--- src/rtl/core/tdp_pkg.sv ---
// Package for the trial-division primality tester.
// Holds the fixed field width, the trial-division constants and the divider status type.
package tdp_pkg;

  localparam int CAND_W     = 32;
  localparam int FIRST_DIV  = 5;
  localparam int FIRST_SQ   = 25;
  localparam int DIV_STEP   = 6;
  localparam int PAIR_GAP   = 2;
  localparam int SMALL_DIV  = 3;
  localparam int SQ_STEP_K  = 36;

  typedef struct packed {
    logic busy;
    logic done;
    logic rem_zero;
  } div_stat_t;

endpackage

--- src/rtl/core/tdp_if.sv ---
// Channel interfaces for the primality tester: candidate in, verdict out.
// Depends on tdp_pkg for the candidate width.
interface tdp_in_if import tdp_pkg::*; ();
  logic              valid;
  logic              ready;
  logic [CAND_W-1:0] candidate;

  modport source (output valid, output candidate, input ready);
  modport sink   (input valid, input candidate, output ready);
endinterface

interface tdp_out_if ();
  logic valid;
  logic ready;
  logic is_prime;

  modport source (output valid, output is_prime, input ready);
  modport sink   (input valid, input is_prime, output ready);
endinterface

--- src/rtl/core/tdp_div.sv ---
// Restoring remainder unit, one quotient bit per cycle.
// Depends on tdp_pkg for the status struct.
module tdp_div import tdp_pkg::*; #(
  parameter int VALUE_WIDTH = 32
) (
  input  logic                   clk,
  input  logic                   rst_n,
  input  logic                   start,
  input  logic [VALUE_WIDTH-1:0] dividend,
  input  logic [VALUE_WIDTH-1:0] divisor,
  output div_stat_t              stat
);

  localparam int CNT_W = $clog2(VALUE_WIDTH + 1);

  logic                   busy_r;
  logic                   done_r;
  logic [CNT_W-1:0]       cnt_r;
  logic [VALUE_WIDTH-1:0] q_r;
  logic [VALUE_WIDTH-1:0] rem_r;
  logic [VALUE_WIDTH-1:0] div_r;
  logic [VALUE_WIDTH:0]   trial;
  logic [VALUE_WIDTH:0]   diff;
  logic [VALUE_WIDTH-1:0] rem_nxt;

  always_comb begin
    trial = {rem_r, q_r[VALUE_WIDTH-1]};
    diff  = trial - {1'b0, div_r};
    if (trial >= {1'b0, div_r}) begin
      rem_nxt = diff[VALUE_WIDTH-1:0];
    end else begin
      rem_nxt = trial[VALUE_WIDTH-1:0];
    end
  end

  always_ff @(posedge clk) begin
    if (!rst_n) begin
      busy_r <= 1'b0;
      done_r <= 1'b0;
      cnt_r  <= '0;
    end else begin
      done_r <= 1'b0;
      if (start) begin
        busy_r <= 1'b1;
        cnt_r  <= CNT_W'(VALUE_WIDTH);
        q_r    <= dividend;
        rem_r  <= '0;
        div_r  <= divisor;
      end else if (busy_r) begin
        rem_r <= rem_nxt;
        q_r   <= {q_r[VALUE_WIDTH-2:0], 1'b0};
        cnt_r <= cnt_r - CNT_W'(1);
        if (cnt_r == CNT_W'(1)) begin
          busy_r <= 1'b0;
          done_r <= 1'b1;
        end
      end
    end
  end

  assign stat.busy     = busy_r;
  assign stat.done     = done_r;
  assign stat.rem_zero = (rem_r == '0);

endmodule

--- src/rtl/core/trial_division_primality_test_top.sv ---
// Trial-division primality tester, 6k +/- 1 divisors, top level with sequencer.
// Depends on tdp_pkg, tdp_if (channels) and tdp_div (shared remainder unit).
//
// Usage:
//   in_ch  : valid/ready word carrying candidate; only the low VALUE_WIDTH bits count.
//   out_ch : valid/ready word carrying is_prime, one per candidate, in order.
// One candidate is worked on at a time; in_ch.ready is high only while idle.
// Each remainder is worked out in the shared divider; the loop runs two
// remainders per divisor pair d, d+2 while d*d <= n, with d*d kept
// incrementally by one update per pair. Values 0..3 and even values are
// decided without the divider, other multiples of three after one remainder,
// and primes only once d*d exceeds n. A new candidate is taken only after
// the last one's verdict has left the sequencer for the output register.
// The verdict sits in an output register; a new candidate is taken while it
// waits, and a finished verdict is held internally until out_ch.ready frees it.
// Reset (synchronous, rst_n low) drops any candidate in flight and any
// pending verdict.
module trial_division_primality_test_top import tdp_pkg::*; #(
  parameter int VALUE_WIDTH = 32
) (
  input  logic   clk,
  input  logic   rst_n,
  tdp_in_if.sink    in_ch,
  tdp_out_if.source out_ch
);

  localparam int SQ_W = VALUE_WIDTH + 4;

  typedef enum logic [2:0] {
    S_IDLE,
    S_CHECK,
    S_WAIT3,
    S_BOUND,
    S_WAITA,
    S_WAITB,
    S_OUT
  } state_t;

  state_t                 state_r;
  logic [VALUE_WIDTH-1:0] n_r;
  logic [VALUE_WIDTH-1:0] d_r;
  logic [SQ_W-1:0]        sq_r;
  logic [SQ_W-1:0]        sq_nxt;
  logic [VALUE_WIDTH-1:0] divisor_r;
  logic                   start_r;
  logic                   res_r;
  logic                   out_valid_r;
  logic                   out_prime_r;
  logic                   out_load;
  logic [VALUE_WIDTH-1:0] cand_n;
  div_stat_t              dstat;

  generate
    if (VALUE_WIDTH >= CAND_W) begin : g_ext
      assign cand_n = VALUE_WIDTH'(in_ch.candidate);
    end else begin : g_trunc
      assign cand_n = in_ch.candidate[VALUE_WIDTH-1:0];
    end
  endgenerate

  // (d+6)^2 = d^2 + 12d + 36
  assign sq_nxt = sq_r + SQ_W'({d_r, 3'b000}) + SQ_W'({d_r, 2'b00}) + SQ_W'(SQ_STEP_K);

  assign out_load = (state_r == S_OUT) && (!out_valid_r || out_ch.ready);

  tdp_div #(.VALUE_WIDTH(VALUE_WIDTH)) u_div (
    .clk      (clk),
    .rst_n    (rst_n),
    .start    (start_r),
    .dividend (n_r),
    .divisor  (divisor_r),
    .stat     (dstat)
  );

  always_ff @(posedge clk) begin
    if (!rst_n) begin
      state_r     <= S_IDLE;
      start_r     <= 1'b0;
      out_valid_r <= 1'b0;
    end else begin
      start_r <= 1'b0;
      if (out_load) begin
        out_valid_r <= 1'b1;
      end else if (out_ch.ready) begin
        out_valid_r <= 1'b0;
      end
      case (state_r)
        S_IDLE: begin
          if (in_ch.valid) begin
            n_r     <= cand_n;
            state_r <= S_CHECK;
          end
        end
        S_CHECK: begin
          if (n_r <= VALUE_WIDTH'(1)) begin
            res_r   <= 1'b0;
            state_r <= S_OUT;
          end else if (n_r <= VALUE_WIDTH'(SMALL_DIV)) begin
            res_r   <= 1'b1;
            state_r <= S_OUT;
          end else if (!n_r[0]) begin
            res_r   <= 1'b0;
            state_r <= S_OUT;
          end else begin
            divisor_r <= VALUE_WIDTH'(SMALL_DIV);
            start_r   <= 1'b1;
            state_r   <= S_WAIT3;
          end
        end
        S_WAIT3: begin
          if (dstat.done) begin
            if (dstat.rem_zero) begin
              res_r   <= 1'b0;
              state_r <= S_OUT;
            end else begin
              d_r     <= VALUE_WIDTH'(FIRST_DIV);
              sq_r    <= SQ_W'(FIRST_SQ);
              state_r <= S_BOUND;
            end
          end
        end
        S_BOUND: begin
          if (sq_r > SQ_W'(n_r)) begin
            res_r   <= 1'b1;
            state_r <= S_OUT;
          end else begin
            divisor_r <= d_r;
            start_r   <= 1'b1;
            state_r   <= S_WAITA;
          end
        end
        S_WAITA: begin
          if (dstat.done) begin
            if (dstat.rem_zero) begin
              res_r   <= 1'b0;
              state_r <= S_OUT;
            end else begin
              divisor_r <= d_r + VALUE_WIDTH'(PAIR_GAP);
              start_r   <= 1'b1;
              state_r   <= S_WAITB;
            end
          end
        end
        S_WAITB: begin
          if (dstat.done) begin
            if (dstat.rem_zero) begin
              res_r   <= 1'b0;
              state_r <= S_OUT;
            end else begin
              d_r     <= d_r + VALUE_WIDTH'(DIV_STEP);
              sq_r    <= sq_nxt;
              state_r <= S_BOUND;
            end
          end
        end
        S_OUT: begin
          if (out_load) begin
            out_prime_r <= res_r;
            state_r     <= S_IDLE;
          end
        end
        default: begin
          state_r <= S_IDLE;
        end
      endcase
    end
  end

  assign in_ch.ready     = (state_r == S_IDLE);
  assign out_ch.valid    = out_valid_r;
  assign out_ch.is_prime = out_prime_r;

  a_div_idle_on_accept: assert property (@(posedge clk) disable iff (!rst_n)
    in_ch.ready |-> !dstat.busy)
    else $error("divider busy while taking a new word");

  a_one_at_a_time: assert property (@(posedge clk) disable iff (!rst_n)
    (in_ch.valid && in_ch.ready) |=> !in_ch.ready)
    else $error("second word taken while one is in flight");

  a_done_when_waiting: assert property (@(posedge clk) disable iff (!rst_n)
    dstat.done |-> (state_r == S_WAIT3 || state_r == S_WAITA || state_r == S_WAITB))
    else $error("remainder finished outside a wait state");

  a_start_only_idle: assert property (@(posedge clk) disable iff (!rst_n)
    start_r |-> !dstat.busy)
    else $error("divider restarted while busy");

endmodule

--- src/flat_wrapper.sv ---
// flat-port wrapper written by rule: the top's interface ports become plain ports
module trial_division_primality_test_top_flat import tdp_pkg::*;
#(
  parameter int VALUE_WIDTH = 32
)
  (clk, rst_n, in_ch_valid, in_ch_candidate, in_ch_ready, out_ch_valid, out_ch_is_prime, out_ch_ready);
  tdp_in_if in_ch_i ();
  tdp_out_if out_ch_i ();
  input  logic clk;
  input  logic rst_n;
  input wire logic [$bits(in_ch_i.valid)-1:0] in_ch_valid;
  input wire logic [$bits(in_ch_i.candidate)-1:0] in_ch_candidate;
  output wire logic [$bits(in_ch_i.ready)-1:0] in_ch_ready;
  output wire logic [$bits(out_ch_i.valid)-1:0] out_ch_valid;
  output wire logic [$bits(out_ch_i.is_prime)-1:0] out_ch_is_prime;
  input wire logic [$bits(out_ch_i.ready)-1:0] out_ch_ready;
  assign in_ch_i.valid = in_ch_valid;
  assign in_ch_i.candidate = in_ch_candidate;
  assign in_ch_ready = in_ch_i.ready;
  assign out_ch_valid = out_ch_i.valid;
  assign out_ch_is_prime = out_ch_i.is_prime;
  assign out_ch_i.ready = out_ch_ready;
  trial_division_primality_test_top #(.VALUE_WIDTH(VALUE_WIDTH)) u_core (.clk(clk), .rst_n(rst_n), .in_ch(in_ch_i), .out_ch(out_ch_i));
endmodule
--- config.mk ---
export PLATFORM = sky130hd
export DESIGN_NAME = trial_division_primality_test_top_flat
export DESIGN_NICKNAME = d
export VERILOG_FILES = /design/src/rtl/core/tdp_pkg.sv /design/src/rtl/core/tdp_if.sv /design/src/rtl/core/tdp_div.sv /design/src/rtl/core/trial_division_primality_test_top.sv /design/src/flat_wrapper.sv
export SDC_FILE = /design/constraint.sdc
export NUM_CORES = 1
export LEC_CHECK = 0
export BUFFER_PORTS_ARGS = -buffer_cell sky130_fd_sc_hd__clkbuf_2
export CORE_UTILIZATION = 37
export CTS_CLUSTER_SIZE = 16
export DETAILED_ROUTE_END_ITERATION = 8
export PLACE_DENSITY = 0.56
export REMOVE_ABC_BUFFERS = 1
export SLEW_MARGIN = 20
export SYNTH_ARGS = -nofsm -noshare
export SYNTH_HDL_FRONTEND = slang
export SYNTH_HIERARCHICAL = 1
export SYNTH_SLANG_ARGS = --single-unit
--- constraint.sdc ---
create_clock -name clk -period 6.06 [get_ports clk]
set_input_delay 1.212 -clock clk [delete_from_list [all_inputs] [get_ports clk]]
set_output_delay 1.212 -clock clk [all_outputs]
set_load 0.05 [all_outputs]
==> impl_metrics.yaml <==
worst_hold_path:
  min_from: "u_core/divisor_r[1]"
  holdCritPathClass: "reg2reg"
  hold_depth: 0
die:
  io_pins: 39
  die_w_um: 212
  start_util_pct: 37.7
  die-area_um2: 44900
  core_um2: 43300
  std_cell_rows: 76
  die_y_um: 212
global_routing:
  use_met2_pct: 27.5
  grt_use_total_pct: 17.4
  grt_max_degree: 66
  grtUsageMet3_pct: 2.14
  antenna_found_initial: 0
  grt_pass1_vias: 11400
  grt.met1_usage_pct: 25.1
  overflow: 0
  grt_pass1_wl_mm: 62.3
  busiest_layer: "met2"
setup_path:
  required_ps: 6350
  crit_fanout: 9
  crit_end: "u_core/sq_r[31]"
  r2r-start: "u_core/d_r[13]"
  regToRegSetupSlack_ps: 2200
  end_kind: "flop"
  crit_type: "reg2reg"
  rr_endpoint: "u_core/sq_r[31]"
  cp-start-kind: "flop"
  cp_data_arrival_time_ps: 4150
  startpoint: "u_core/d_r[13]"
  worst-r2r-cell-count: 12
yosys:
  syn_inst: 1601
  synth_warnings: 6
  avgSynthCellArea_um2: 10.2
  synth_area_um2: 16300
power_and_ir_drop:
  peakVddDrop_uv: 226
  total_power_mw: 3.93
  power_density_nw_per_um2: 218
  leakage_nw: 7.41
clock_tree:
  clock_latency_ps: 560
  post_cts_resized: 0
  cts_buffers: 27
  root_buffer: "clkbuf_16"
  cts_hold_buf: 0
  postCtsSetupBuffers: 0
  cts_tree: "built"
  h-tree-depth: 1
  path_clk_slew_ps: 70
  cts_sinks: 239
  clockBufferDepth: 3
layout:
  stdcell_area_um2: 18000
  final_nets: 1851
  drive_gt1_share_pct: 9.91
  fin_cells: 2230
  insertedDiodeCount: 0
  final_util_pct: 41.6
  syn2layout_area_growth_pct: 10.4
sta:
  fmax_mhz: 259
  setup_viol: 0
  period_share_pct: 63.7
  drv_slew: 0
  layout_min_cycle_time_ps: 3860
  relSlewSlack_pct: 28.6
  final.setup.tns_ps: 0
  clock_skew_ps: 24.6
  hold_viol_final: 0
  rsz0062_at_grt: "no"
  tightest_slew_ps: 1060
detailed_routing:
  dr_total_vias: 11600
  drc: 0
  dr.pass1.iters: 5
  routed_via_density: 5.22
  antenna_left: 0
  wl_per_cell_um: 17.1
  routed_wl_mm: 38.2
  drt_iter0_markers: 781
place:
  io_buffers: 38
  gp_congestion: 0.876
  placed_cell_area_um2: 17100
  place_inst: 2181
  dp_hpwl_mm: 28.3
flow_run:
  drv_cap: 0
status:
  status: "completed"
==> routing by layer <==
layer	wire, um	up-vias
li1	-	5799
met3	1440	52
met4	868	0
met2	17300	207
met1	18600	5582
met5	0	-
==> placed cells by master (no fill, tap or decap), drive strengths merged, types with 20 or more instances in the layout <==
cell / n
clkbuf: 76
inv: 177
o21ai: 101
nor2: 123
mux2i: 22
ha: 158
xor2: 30
a21oi: 106
a21o: 39
a31oi: 23
xnor2: 47
nand2: 113
and3: 28
nand3: 44
nor4: 20
mux2: 31
nand4: 27
nor3: 24
edfxtp: 226
fa: 32
==> power breakdown <==
| part | total (mW) | switching, mW | internal [mW] | leakage, nW |
|---|---|---|---|---|
| sequential | 1.90 | 0.0389 | 1.86 | 2.23 |
| combinational | 0.295 | 0.179 | 0.116 | 4.73 |
| clock | 1.73 | 0.693 | 1.04 | 0.447 |
| total | 3.93 | 0.911 | 3.01 | 7.41 |
==> worst min path at each step <==
stage / to
3_5_place_dp: u_core/u_div/div_r[10]
6_report: u_core/u_div/div_r[1]
2_1_floorplan: u_core/out_ch.is_prime
5_1_grt: u_core/u_div/div_r[25]
4_1_cts: u_core/u_div/div_r[25]
3_3_place_gp: u_core/u_div/div_r[17]
==> sequential cells by signal (all words and copies together), names as in the netlist <==
register                flops
u_core/out_ch.valid         1
u_core/u_div/cnt_r          6
u_core/res_r                1
u_core/divisor_r           32
u_core/out_ch.is_prime      1
u_core/u_div/div_r         32
u_core/n_r                 32
u_core/u_div/q_r           32
u_core/u_div/busy_r         1
u_core/start_r              1
u_core/sq_r                33
u_core/u_div/done_r         1
u_core/u_div/rem_r         32
u_core/state_r              3
u_core/d_r                 31
==> stage by stage <==
stage / setup WS (ps) / hold slack (ps)
final: 2200 / 417
after CTS: 2220 / 417
after detailed placement: 2220 / 405
after global placement: 2280 / 402
after floorplan: 2010 / 400
after global routing: 1920 / 422
==> critical path, stage by stage, from the launching register on <==
cell	delay (ps)
edfxtp_1	460
inv_1	130
fa_1	540
inv_1	50
ha_1	280
ha_1	420
a21oi_1	230
o21ai_0	180
a31o_2	290
or4b_1	530
o21ai_0	230
xor2_1	190
nor2_1	50
==> cell type report <==
cell class	count	area (um2)
clock inverters	11	168
fillers	4154	25300
clock buffers	38	757
flip-flops and latches	239	7050
well taps	585	732
repair buffers	46	250
multi-input cells	1133	8380
inverters	178	668
Power figures use the tool's default switching activity.
